<file path="src/sv/bol_pkg.sv">
package bol_pkg;

  // request action codes
  typedef enum logic [2:0] {
    ACT_INS_HEAD  = 3'd0,
    ACT_DEL_HEAD  = 3'd1,
    ACT_INS_AFTER = 3'd2,
    ACT_DEL_AFTER = 3'd3,
    ACT_READOUT   = 3'd4
  } action_t;

  // result status codes
  typedef enum logic [2:0] {
    ST_OK       = 3'd0,
    ST_FULL     = 3'd1,
    ST_EMPTY    = 3'd2,
    ST_NOTFOUND = 3'd3,
    ST_NOSUCC   = 3'd4
  } status_t;

  // sequencer states
  typedef enum logic [1:0] {
    S_IDLE,
    S_EXEC,
    S_SCAN,
    S_READ
  } state_t;

  // command broadcast to every cell of the chain
  typedef enum logic [2:0] {
    CMD_HOLD,
    CMD_INS_HEAD,
    CMD_DEL_HEAD,
    CMD_ROT,
    CMD_START,
    CMD_ADV,
    CMD_INS_AFTER,
    CMD_DEL_AFTER
  } cell_cmd_t;

  typedef struct packed {
    cell_cmd_t  cmd;
    logic [7:0] value;
    logic [7:0] target;
  } cell_ctrl_t;

  typedef struct packed {
    logic tok;    // search token sits here
    logic hit;    // token on a valid entry equal to target
    logic stray;  // token past the tail
    logic succ;   // token entry has a successor
  } cell_flags_t;

  localparam logic [2:0] LIMIT_RESET = 3'd4;

endpackage

</file>
<file path="src/sv/bounded_ordered_list.sv">
// bounded ordered list of bytes, head first, held in a chain of cells
//
// in_*  : one request per handshake, in_tdata = action, value, target
// out_* : results, out_tdata = status, entry, count; out_tlast marks the
//         final result of a request
// cfg_* : size limit register, written whenever cfg_wr_en is high
//
// requests are taken one at a time; in_tready is high only while no request
// is in progress. a result already in the output register may still wait
// for out_tready while the next request is taken.
// head insert/delete and unused actions give their result from the execute
// state; insert/delete after target first drop a search token into cell 0,
// which steps one cell per cycle until it sits on a matching entry or runs
// past the tail when no entry matches; a readout gives one entry per cycle
// while the receiver takes them, as the list rotates past cell 0, and the
// list is whole again after the last entry.
// reset empties the list and sets the limit to 4; the entry cells keep
// stale data. a stalled receiver holds the sequencer where a result is due
// until the output register drains; the list is never touched while waiting.
module bounded_ordered_list #(
  parameter int CAPACITY = 4
) (
  input  logic        clk,
  input  logic        rst_n,
  input  logic        in_tvalid,
  output logic        in_tready,
  input  logic [23:0] in_tdata,    // action[2:0], value[10:3], target[18:11]
  output logic        out_tvalid,
  input  logic        out_tready,
  output logic [15:0] out_tdata,   // status[2:0], entry[10:3], count[13:11]
  output logic        out_tlast,
  input  logic        cfg_wr_en,
  input  logic [2:0]  cfg_wr_data  // size limit
);

  localparam int CW = $clog2(CAPACITY + 1);

  bol_pkg::state_t     state_r, state_nxt;
  logic [2:0]          act_r;
  logic [7:0]          val_r, tgt_r;
  logic [CW-1:0]       cnt_r, cnt_nxt;
  logic [CW-1:0]       rd_r, rd_nxt;
  logic [2:0]          lim_r;

  // output register
  logic                out_tvalid_r;
  logic [13:0]         out_data_r;
  logic                out_last_r;

  // chain wiring
  bol_pkg::cell_ctrl_t  ctrl;
  bol_pkg::cell_cmd_t   cmd;
  logic [7:0]           data_w [CAPACITY];
  bol_pkg::cell_flags_t flags_w [CAPACITY];

  logic any_tok, any_hit, any_stray, any_succ;
  logic full, can_emit, accept;

  // result being built this cycle
  logic                emit;
  bol_pkg::status_t    em_status;
  logic [7:0]          em_entry;
  logic                em_last;
  logic [CW+2:0]       cnt_ext;

  assign ctrl.cmd    = cmd;
  assign ctrl.value  = val_r;
  assign ctrl.target = tgt_r;

  genvar gi;
  generate
    for (gi = 0; gi < CAPACITY; gi++) begin : g_cell
      logic [7:0] prev_d, next_d;
      logic       prev_t;
      if (gi == 0) begin : g_first
        assign prev_d = 8'h00;
        assign prev_t = 1'b0;
      end else begin : g_mid
        assign prev_d = data_w[gi-1];
        assign prev_t = flags_w[gi-1].tok;
      end
      if (gi == CAPACITY - 1) begin : g_last
        assign next_d = 8'h00;
      end else begin : g_inner
        assign next_d = data_w[gi+1];
      end
      bol_cell #(
        .IDX (gi),
        .CW  (CW)
      ) u_cell (
        .clk       (clk),
        .rst_n     (rst_n),
        .ctrl      (ctrl),
        .cnt       (cnt_r),
        .prev_data (prev_d),
        .next_data (next_d),
        .head_data (data_w[0]),
        .prev_tok  (prev_t),
        .data      (data_w[gi]),
        .flags     (flags_w[gi])
      );
    end
  endgenerate

  // token status gathered over the chain
  always_comb begin
    any_tok   = 1'b0;
    any_hit   = 1'b0;
    any_stray = 1'b0;
    any_succ  = 1'b0;
    for (int i = 0; i < CAPACITY; i++) begin
      any_tok   = any_tok   | flags_w[i].tok;
      any_hit   = any_hit   | flags_w[i].hit;
      any_stray = any_stray | flags_w[i].stray;
      any_succ  = any_succ  | flags_w[i].succ;
    end
  end

  // limit above capacity acts as capacity
  assign full = ({3'b000, cnt_r} >= {{CW{1'b0}}, lim_r}) || (cnt_r == CW'(CAPACITY));
  assign can_emit  = ~out_tvalid_r | out_tready;
  assign in_tready = (state_r == bol_pkg::S_IDLE);
  assign accept    = in_tvalid & in_tready;

  always_comb begin
    state_nxt = state_r;
    cmd       = bol_pkg::CMD_HOLD;
    cnt_nxt   = cnt_r;
    rd_nxt    = rd_r;
    emit      = 1'b0;
    em_status = bol_pkg::ST_OK;
    em_entry  = 8'h00;
    em_last   = 1'b1;
    unique case (state_r)
      bol_pkg::S_IDLE: begin
        if (accept) begin
          state_nxt = bol_pkg::S_EXEC;
        end
      end
      bol_pkg::S_EXEC: begin
        case (act_r) inside
          bol_pkg::ACT_INS_HEAD: begin
            if (can_emit) begin
              emit      = 1'b1;
              state_nxt = bol_pkg::S_IDLE;
              if (full) begin
                em_status = bol_pkg::ST_FULL;
              end else begin
                cmd     = bol_pkg::CMD_INS_HEAD;
                cnt_nxt = cnt_r + CW'(1);
              end
            end
          end
          bol_pkg::ACT_DEL_HEAD: begin
            if (can_emit) begin
              emit      = 1'b1;
              state_nxt = bol_pkg::S_IDLE;
              if (cnt_r == '0) begin
                em_status = bol_pkg::ST_EMPTY;
              end else begin
                cmd     = bol_pkg::CMD_DEL_HEAD;
                cnt_nxt = cnt_r - CW'(1);
              end
            end
          end
          bol_pkg::ACT_INS_AFTER, bol_pkg::ACT_DEL_AFTER: begin
            // drop the search token into the head cell
            cmd       = bol_pkg::CMD_START;
            state_nxt = bol_pkg::S_SCAN;
          end
          bol_pkg::ACT_READOUT: begin
            if (cnt_r == '0) begin
              if (can_emit) begin
                emit      = 1'b1;
                em_status = bol_pkg::ST_EMPTY;
                state_nxt = bol_pkg::S_IDLE;
              end
            end else begin
              rd_nxt    = '0;
              state_nxt = bol_pkg::S_READ;
            end
          end
          default: begin
            // unused action: plain ok with current count
            if (can_emit) begin
              emit      = 1'b1;
              state_nxt = bol_pkg::S_IDLE;
            end
          end
        endcase
      end
      bol_pkg::S_SCAN: begin
        if (~any_tok | any_stray) begin
          // token ran past the tail or off the chain
          if (can_emit) begin
            emit      = 1'b1;
            em_status = bol_pkg::ST_NOTFOUND;
            state_nxt = bol_pkg::S_IDLE;
          end
        end else if (any_hit) begin
          if (can_emit) begin
            emit      = 1'b1;
            state_nxt = bol_pkg::S_IDLE;
            if (act_r == bol_pkg::ACT_INS_AFTER) begin
              if (full) begin
                em_status = bol_pkg::ST_FULL;
              end else begin
                cmd     = bol_pkg::CMD_INS_AFTER;
                cnt_nxt = cnt_r + CW'(1);
              end
            end else begin
              if (any_succ) begin
                cmd     = bol_pkg::CMD_DEL_AFTER;
                cnt_nxt = cnt_r - CW'(1);
              end else begin
                em_status = bol_pkg::ST_NOSUCC;
              end
            end
          end
        end else begin
          cmd = bol_pkg::CMD_ADV;
        end
      end
      bol_pkg::S_READ: begin
        if (can_emit) begin
          // head cell goes out, list rotates, whole list restored at the end
          emit     = 1'b1;
          em_entry = data_w[0];
          em_last  = (rd_r + CW'(1)) == cnt_r;
          cmd      = bol_pkg::CMD_ROT;
          rd_nxt   = rd_r + CW'(1);
          if (em_last) begin
            state_nxt = bol_pkg::S_IDLE;
          end
        end
      end
      default: state_nxt = bol_pkg::S_IDLE;
    endcase
  end

  assign cnt_ext = {3'b000, cnt_nxt};

  always_ff @(posedge clk) begin
    if (!rst_n) begin
      state_r <= bol_pkg::S_IDLE;
      cnt_r   <= '0;
      rd_r    <= '0;
      lim_r   <= bol_pkg::LIMIT_RESET;
    end else begin
      state_r <= state_nxt;
      cnt_r   <= cnt_nxt;
      rd_r    <= rd_nxt;
      if (cfg_wr_en) begin
        lim_r <= cfg_wr_data;
      end
    end
  end

  // request fields
  always_ff @(posedge clk) begin
    if (accept) begin
      act_r <= in_tdata[2:0];
      val_r <= in_tdata[10:3];
      tgt_r <= in_tdata[18:11];
    end
  end

  always_ff @(posedge clk) begin
    if (!rst_n) begin
      out_tvalid_r <= 1'b0;
    end else if (emit) begin
      out_tvalid_r <= 1'b1;
    end else if (out_tready) begin
      out_tvalid_r <= 1'b0;
    end
  end

  always_ff @(posedge clk) begin
    if (emit) begin
      out_data_r <= {cnt_ext[2:0], em_entry, em_status};
      out_last_r <= em_last;
    end
  end

  assign out_tvalid = out_tvalid_r;
  assign out_tdata  = {2'b00, out_data_r};
  assign out_tlast  = out_last_r;

endmodule

</file>
<file path="src/sv/bol_cell.sv">
module bol_cell #(
  parameter int IDX = 0,
  parameter int CW  = 3
) (
  input  logic                clk,
  input  logic                rst_n,
  input  bol_pkg::cell_ctrl_t ctrl,
  input  logic [CW-1:0]       cnt,
  input  logic [7:0]          prev_data,
  input  logic [7:0]          next_data,
  input  logic [7:0]          head_data,
  input  logic                prev_tok,
  output logic [7:0]          data,
  output bol_pkg::cell_flags_t flags
);

  localparam logic IS_HEAD = (IDX == 0);

  logic [7:0] data_r, data_nxt;
  logic       tok_r, tok_nxt;
  logic       passed_r, passed_nxt;
  logic       valid, valid_next, tail, beyond;

  assign valid      = cnt > CW'(IDX);
  assign valid_next = cnt > CW'(IDX + 1);
  assign tail       = cnt == CW'(IDX + 1);
  assign beyond     = ~tok_r & ~passed_r;

  always_comb begin
    data_nxt   = data_r;
    tok_nxt    = tok_r;
    passed_nxt = passed_r;
    case (ctrl.cmd)
      bol_pkg::CMD_INS_HEAD: data_nxt = IS_HEAD ? ctrl.value : prev_data;
      bol_pkg::CMD_DEL_HEAD: data_nxt = next_data;
      bol_pkg::CMD_ROT:      data_nxt = tail ? head_data : next_data;
      bol_pkg::CMD_START: begin
        tok_nxt    = IS_HEAD;
        passed_nxt = 1'b0;
      end
      bol_pkg::CMD_ADV: begin
        tok_nxt    = prev_tok;
        passed_nxt = passed_r | tok_r;
      end
      bol_pkg::CMD_INS_AFTER: begin
        if (prev_tok) begin
          data_nxt = ctrl.value;
        end else if (beyond) begin
          data_nxt = prev_data;
        end
      end
      bol_pkg::CMD_DEL_AFTER: data_nxt = beyond ? next_data : data_r;
      default: ;
    endcase
  end

  always_ff @(posedge clk) begin
    data_r <= data_nxt;
  end

  always_ff @(posedge clk) begin
    if (!rst_n) begin
      tok_r    <= 1'b0;
      passed_r <= 1'b0;
    end else begin
      tok_r    <= tok_nxt;
      passed_r <= passed_nxt;
    end
  end

  assign data        = data_r;
  assign flags.tok   = tok_r;
  assign flags.hit   = tok_r & valid & (data_r == ctrl.target);
  assign flags.stray = tok_r & ~valid;
  assign flags.succ  = tok_r & valid_next;

endmodule

</file>
<file path="config.mk">
export PLATFORM = sky130hd
export DESIGN_NAME = bounded_ordered_list
export DESIGN_NICKNAME = d
export VERILOG_FILES = /design/src/sv/bol_pkg.sv /design/src/sv/bounded_ordered_list.sv /design/src/sv/bol_cell.sv
export SDC_FILE = /design/constraint.sdc
export NUM_CORES = 1
export LEC_CHECK = 0
export ABC_AREA = 1
export BUFFER_PORTS_ARGS = -buffer_cell sky130_fd_sc_hd__buf_2
export CORE_UTILIZATION = 56
export CTS_BUF_LIST = sky130_fd_sc_hd__clkbuf_8
export CTS_CLUSTER_DIAMETER = 120
export CTS_CLUSTER_SIZE = 14
export DETAILED_ROUTE_END_ITERATION = 8
export PLACE_DENSITY = 0.79
export SETUP_SLACK_MARGIN = 0.02
export SLEW_MARGIN = 0
export SYNTH_ARGS = -nofsm -noshare
export SYNTH_HDL_FRONTEND = slang
export SYNTH_SLANG_ARGS = --single-unit
</file>
<file path="constraint.sdc">
create_clock -name clk -period 3.1 [get_ports clk]
set_clock_uncertainty 0.1 [all_clocks]
set_input_delay 0.31 -clock clk [delete_from_list [all_inputs] [get_ports clk]]
set_output_delay 0.31 -clock clk [all_outputs]
set_load 0.005 [all_outputs]
</file>
Word-level counts from Yosys, hierarchy flattened:

Cells that the tools add are included.

* add/subtract/negate cells: 3
* $lt $le $gt $ge: 6
* equal/unequal tests: 41
* multiplexer cells: 100
* bitwise logic cells: 53
* reduce and logical (&&, ||, !) cells: 16

Operators with widths (number)
* one-hot mux 8 bit (5 select lines): 4
* 2-to-1 mux 8 bit: 15
* 2-to-1 mux 3 bit: 35
* 2-to-1 mux 2 bit: 19
* equality test 8 bit: 4
* bitwise AND 1 bit: 21
* equality test 3 x 2 -> 1 bit (second input constant): 6
* equality test 3 bit (second input constant): 6
* OR 1 bit: 18
* one-hot mux 3 bit (2 select lines): 3
* != test 2 bit (second input constant): 8
* one-hot mux 1 bit (2 select lines): 8
* inverter 1 bit: 14
* 2-to-1 mux 1 bit: 13
* != test 2 x 1 -> 1 bit (second input constant): 6
* equality test 3 x 1 -> 1 bit (second input constant): 3
* != test 3 x 1 -> 1 bit (second input constant): 3
* one-hot mux 3 bit (3 select lines): 1
* AND reduction 3 bit: 3
* one-hot mux 2 bit (4 select lines): 1
* AND reduction 4 bit: 2
* AND reduction 7 bit: 1
* adder 3 x 1 -> 3 bit (second input constant): 2
* greater-than comparator 3 x 1 -> 1 bit (second input constant): 2
* other kinds (16): 21

* register bits: 86
* bits of input ports: 32
* output and inout bits: 19
* word-level logic and storage cells: 242

Logic depth before layout (Yosys ltp):

* depth in word-level cells: 14
* mapped depth: 18
* gate-level depth less buffers: 18

Cells and area by module:

Synthesis repeated with hierarchy kept, for this count alone.

* cells, all modules: 1057
* area, all modules: 7003.0 sq um

By module, submodules not included
* bounded_ordered_list: times used 1, cells each 300, area an instance 2531.2 sq um, sequential area each 1261.2 sq um
* bol_cell (g_cell[1].u_cell): times used 1, cells each 199, area an instance 1173.6 sq um, sequential area each 280.3 sq um
* bol_cell (g_cell[2].u_cell): times used 1, cells each 190, area an instance 1124.8 sq um, sequential area each 280.3 sq um
* bol_cell (g_cell[0].u_cell): times used 1, cells each 186, area an instance 1113.6 sq um, sequential area each 280.3 sq um
* bol_cell (g_cell[3].u_cell): times used 1, cells each 182, area an instance 1059.8 sq um, sequential area each 280.3 sq um

Worst setup path after synthesis:

Ideal clock, no wire load.

* kind: register to register
* from: reg cnt_r[0]
* to: reg g_cell[0].u_cell.data_r[0] (enable)
* library setup time: 0.370 ns
* data arrival time: 2.428 ns
* required time: 2.630 ns
* setup slack: 0.202 ns
* stages on the path, launching flop included: 16
* path buffers: 2
* clock period less this slack: 2.898 ns
* cell sequence: dfxtp_1 ha_1 ha_1 clkbuf_1 inv_1 nand4_2 nand2_2 nand3b_4 nor2_4 nand3_2 nand3_2 nand2_4 nand3_4 buf_6 o21ai_1 nor2_1

* word-level cells in the longest chain between the ends: 14
* elaborated cells on any way between the ends: 63
* classes of those cells: order compare (6); eq/ne (10); mux (13); bitwise (30); reduce/logical (4)

RTL lines
* from (decl): line bounded_ordered_list.sv:41 `logic [CW-1:0] cnt_r, cnt_nxt;`
* from (signal assigned): line bounded_ordered_list.sv:251 `cnt_r <= cnt_nxt;`
* greater-than comparator 3 x 1 -> 1 bit / greater-than comparator 3 x 2 -> 1 bit (equally long branches): line bol_cell.sv:24, bol_cell.sv:25
* bitwise AND 1 bit: line bol_cell.sv:75 `assign flags.succ = tok_r & valid_next;`
* OR 1 bit (3 in a row): line bounded_ordered_list.sv:115 `any_succ = any_succ | flags_w[i].succ;`
* 2-to-1 mux 3 bit: line bounded_ordered_list.sv:212 `if (any_succ) begin`
* 2-to-1 mux 3 bit: line bounded_ordered_list.sv:204 `if (act_r == bol_pkg::ACT_INS_AFTER) begin`
* 2-to-1 mux 3 bit: line bounded_ordered_list.sv:201 `if (can_emit) begin`
* 2-to-1 mux 3 bit: line bounded_ordered_list.sv:200 `end else if (any_hit) begin`
* 2-to-1 mux 3 bit: line bounded_ordered_list.sv:193 `if (~any_tok | any_stray) begin`
* one-hot mux 3 bit (3 select lines): line bounded_ordered_list.sv:134 `unique case (state_r)`
* equality test 3 x 1 -> 1 bit, or another cell as far along: line bol_cell.sv:33 `case (ctrl.cmd)`
* nonzero test 5 bit (no source line), or another cell as far along
* AND reduction 4 bit (no source line) *
* to (signal assigned): line bol_cell.sv:58 `data_r <= data_nxt;`
* to (decl): line bol_cell.sv:19 `logic [7:0] data_r, data_nxt;`

Every way passes the cells marked *; elsewhere a longest branch is shown, timed or not.
A chain may end at the register's enable or synchronous reset.

Worst setup path in the final report:

* from: reg cnt_r[0]
* to: reg g_cell[2].u_cell.data_r[3] (enable)

* word-level cells in the longest chain between the ends: 14
* elaborated cells on any way between the ends: 61
* classes of those cells: order compare (6); eq/ne (8); mux (13); bitwise (30); reduce/logical (4)

RTL lines (line)
* greater-than comparator 3 x 1 -> 1 bit / greater-than comparator 3 x 2 -> 1 bit (equally long branches): bol_cell.sv:24, bol_cell.sv:25
* bitwise AND 1 bit: bol_cell.sv:75
* OR 1 bit (3 in a row): bounded_ordered_list.sv:115
* 2-to-1 mux 3 bit: bounded_ordered_list.sv:212
* 2-to-1 mux 3 bit: bounded_ordered_list.sv:204
* 2-to-1 mux 3 bit: bounded_ordered_list.sv:201
* 2-to-1 mux 3 bit: bounded_ordered_list.sv:200
* 2-to-1 mux 3 bit: bounded_ordered_list.sv:193
* one-hot mux 3 bit (3 select lines) *: bounded_ordered_list.sv:134
* equality test 3 bit, or another cell as far along: bol_cell.sv:33
* != test 3 x 1 -> 1 bit (no source line), or another cell as far along
* AND reduction 3 bit (no source line) *
* to (signal assigned): bol_cell.sv:58
* to (decl): bol_cell.sv:19

Marks and branches as above.

==> flow_metrics.py <==
metrics = {
    "die": {
        "coreArea_um2": 9910,
        "fp-row-count": 36,
        "start_util_pct": 58.3,
        "die_area_um2": 10700,
        "ios": 51,
        "die_h_um": 104,
        "die_w_um": 104,
    },
    "logic_synthesis": {
        "synth_seq_cells": 86,
        "syn_inst": 777,
        "synth.avg_cell_area_um2": 7.44,
        "yosysTopAreaCell": "edfxtp_1",
        "ys.flop_type": "edfxtp_1",
        "synth-async-reset-ratio_pct": 0,
        "yosysTopAreaCellShare_pct": 34.3,
        "ys_warn_count": 0,
        "yosysUniqueCellTypes": 44,
        "synthTopCellsByArea": "edfxtp_1 34%, nand2_1 13%, dfxtp_1 6.9%",
        "synth-edff-count": 66,
        "syn_area_um2": 5780,
        "synth.yosys.seq_area_share_pct": 41.2,
    },
    "global_route": {
        "gr-total-overflow": 0,
        "track_usage_pct": 32.2,
        "antenna_found_initial": 0,
        "grt_max_degree": 25,
        "grt_pass1_vias": 5595,
        "grt_pass1_wl_mm": 26.8,
    },
    "place": {
        "hpwl_mm": 12.2,
        "numPortBuffers": 43,
        "place_area_um2": 6470,
        "placedCellCount": 982,
        "gp_congestion": 0.915,
    },
    "layout": {
        "area_growth_syn_to_layout_pct": 18.9,
        "final_common_cell": "nand2_1",
        "fin_util_pct": 69.4,
        "stdcell_count": 1018,
        "fillers": 799,
        "finish.instance_area_um2": 6880,
        "antennaDiodeCount": 0,
        "final_cell_mix": "203 x nand2_1, 91 x inv_1, 83 x nor2_1",
        "seqCellArea_um2": 2390,
        "drive_above_1_share_pct": 20.1,
        "multi_input_area_um2": 2890,
        "nets": 927,
    },
    "route": {
        "route.detailed.wl_per_inst_um": 16.5,
        "drt_iter0_markers": 560,
        "vias": 5787,
        "ant_nets": 0,
        "via_per_inst": 5.68,
        "routed_wl_mm": 16.8,
        "drc": 0,
        "dr.pass1.iters": 6,
    },
    "timing": {
        "hold_viol_final": 0,
        "finalMaxSlewViolations": 0,
        "rsz0062_at_grt": "false",
        "setup_viol_count_final": 0,
        "maxSlewHeadroom_pct": 66.6,
        "fmax_mhz": 342,
        "fin_crit_ns": 2.93,
        "post-route-period-util_pct": 94.4,
        "tightest_slew_ns": 0.498,
        "fin_setup_tns_ns": 0,
    },
    "clock_tree": {
        "path_clk_slew_ns": 0.08,
        "cts_made_buffers": 9,
        "htreeDepth": 3,
        "cts_buffer_depth": 2,
        "cts.sinks": 86,
        "worstSkewPairLatency_ns": 0.38,
        "cts_tree": "built",
        "root_buffer": "clkbuf_8",
    },
    "worst_setup_path": {
        "critPathKind": "reg2reg",
        "arrival_ns": 2.88,
        "critPathLaunchType": "register",
        "critical-path-max-stage-delay_ns": 0.40,
        "crit_chain": "inv_4, ha_1, nand2_2, o21ai_1, nor2_1, nand3_1, nor2_1, nor2_1, nand2_2, nand4_1, nand2_4, buf_6, nand3_1, nand2_1, nand3_1, nand2_2, clkinvlp_4",
        "slowest_stage": "dfxtp_4",
        "path_max_fanout": 8,
        "end_kind": "register",
        "required_ns": 3.05,
    },
    "power": {
        "vdd_drop_max_mv": 0.329,
        "leakagePower_nw": 3.11,
        "powerDensity_nw_per_um2": 360,
        "power.total_mw": 2.48,
    },
    "outcome": {
        "status": "finished clean",
    },
    "run": {
        "maxCapViolCount": 0,
    },
    "min_path": {
        "hold_path_class": "in2reg",
    },
}
power breakdown:
| part | leakage [nW] | switching, mW | total [mW] | internal (mW) |
|---|---|---|---|---|
| Clock | 0.0774 | 0.402 | 0.678 | 0.276 |
| Combinational | 2.26 | 0.285 | 0.477 | 0.191 |
| Sequential | 0.776 | 0.0409 | 1.32 | 1.28 |
| Total | 3.11 | 0.728 | 2.48 | 1.75 |
metal layers:
metal,GRT usage [%],routed length (µm)
met1,43.3,6860
met2,49.0,7440
met3,7.24,1970
met4,15.5,520
met5,0,0
Yosys cell counts, types with 2 or more instances:
master     number
a21oi_1        27
clkinv_1        2
o21ai_2         3
nor2_1         83
xnor2_1         8
buf_4           4
nand2_2        12
clkbuf_1       11
o22ai_1         8
nand2_4         5
buf_2           3
nand3_2         5
nand3_4         2
inv_1          93
nor3_1          6
o2111ai_1       2
ha_1           14
buf_6           4
nor2_2         11
nand2_1       204
or2_2           2
edfxtp_1       66
nand3_1        72
nand4_1         4
a31oi_1         4
inv_2           9
dfxtp_1        20
nor2_4          6
o21ai_1         5
o21ai_0        66
xor2_1          2
o211a_1         2
cell families (layout without fill, tap and decap cells):
family | after synthesis | in the layout | synth area share [%]
other cells | 1 | 2 | 0.0649
buf+inv | 127 | 234 | 9.13
fa+ha+maj | 14 | 14 | 3.03
simple gates | 418 | 418 | 33.6
compound gates | 121 | 121 | 11.4
xor+xnor | 10 | 10 | 1.51
flops | 86 | 86 | 41.2
sequential cells by signal, summed over array words and instances, names as in the netlist:
signal and cells:
act_r 3, rd_r 3, cnt_r 3, g_cell.u_cell.passed_r 4, g_cell.u_cell.data 32, out_data_r 14
out_tvalid 1, out_tlast 1, state_r 2, val_r 8, tgt_r 8, lim_r 3
g_cell.u_cell.tok_r 4
critical path, delay by kind of cell, from the launching register on:
family	cells	cell delay (ns)
AOI/OAI and AO/OA	1	0.07
buffers and inverters	3	0.50
DFF	1	0.40
and+or+nand+nor	12	1.33
adders and majority gates	1	0.21
per-stage QoR:
| stage | hold slack (ns) | setup WS (ns) |
|---|---|---|
| after floorplan | 0.309 | 0.202 |
| after global placement | 0.352 | 0.129 |
| after detailed placement | 0.365 | 0.0606 |
| after CTS | 0.00230 | 0.0329 |
| after global routing | 0.00601 | 0.0243 |
| final | 0.0150 | 0.173 |
final cells by class:
class,instances,area share (%)
Multi-Input combinational cell,565,42.0
Sequential cell,86,34.8
Timing Repair Buffer,114,12.7
Inverter,105,5.88
Tap cell,133,2.42
Clock buffer,9,1.80
Clock inverter,6,0.455
timing repair:
item | CTS | global route
buffers inserted | 0 | 3
gates resized for setup | 0 | 12
hold buffers | 18 | 0
endpoints found under the setup margin | 0 | 56
hold endpoints to repair | 18 | 0
final timing paths:
kind / from / end / slack (ns) / cells past startpoint
max: cnt_r[0] / g_cell[2].u_cell.data[3] / 0.17 / 17
min: in_tdata[5] / val_r[2] / 0.02 / 1
max reg2reg: cnt_r[0] / g_cell[2].u_cell.data[3] / 0.17 / 17
min reg2reg: rd_r[1] / rd_r[1] / 0.38 / 2
(Power assumes the default switching activity.)
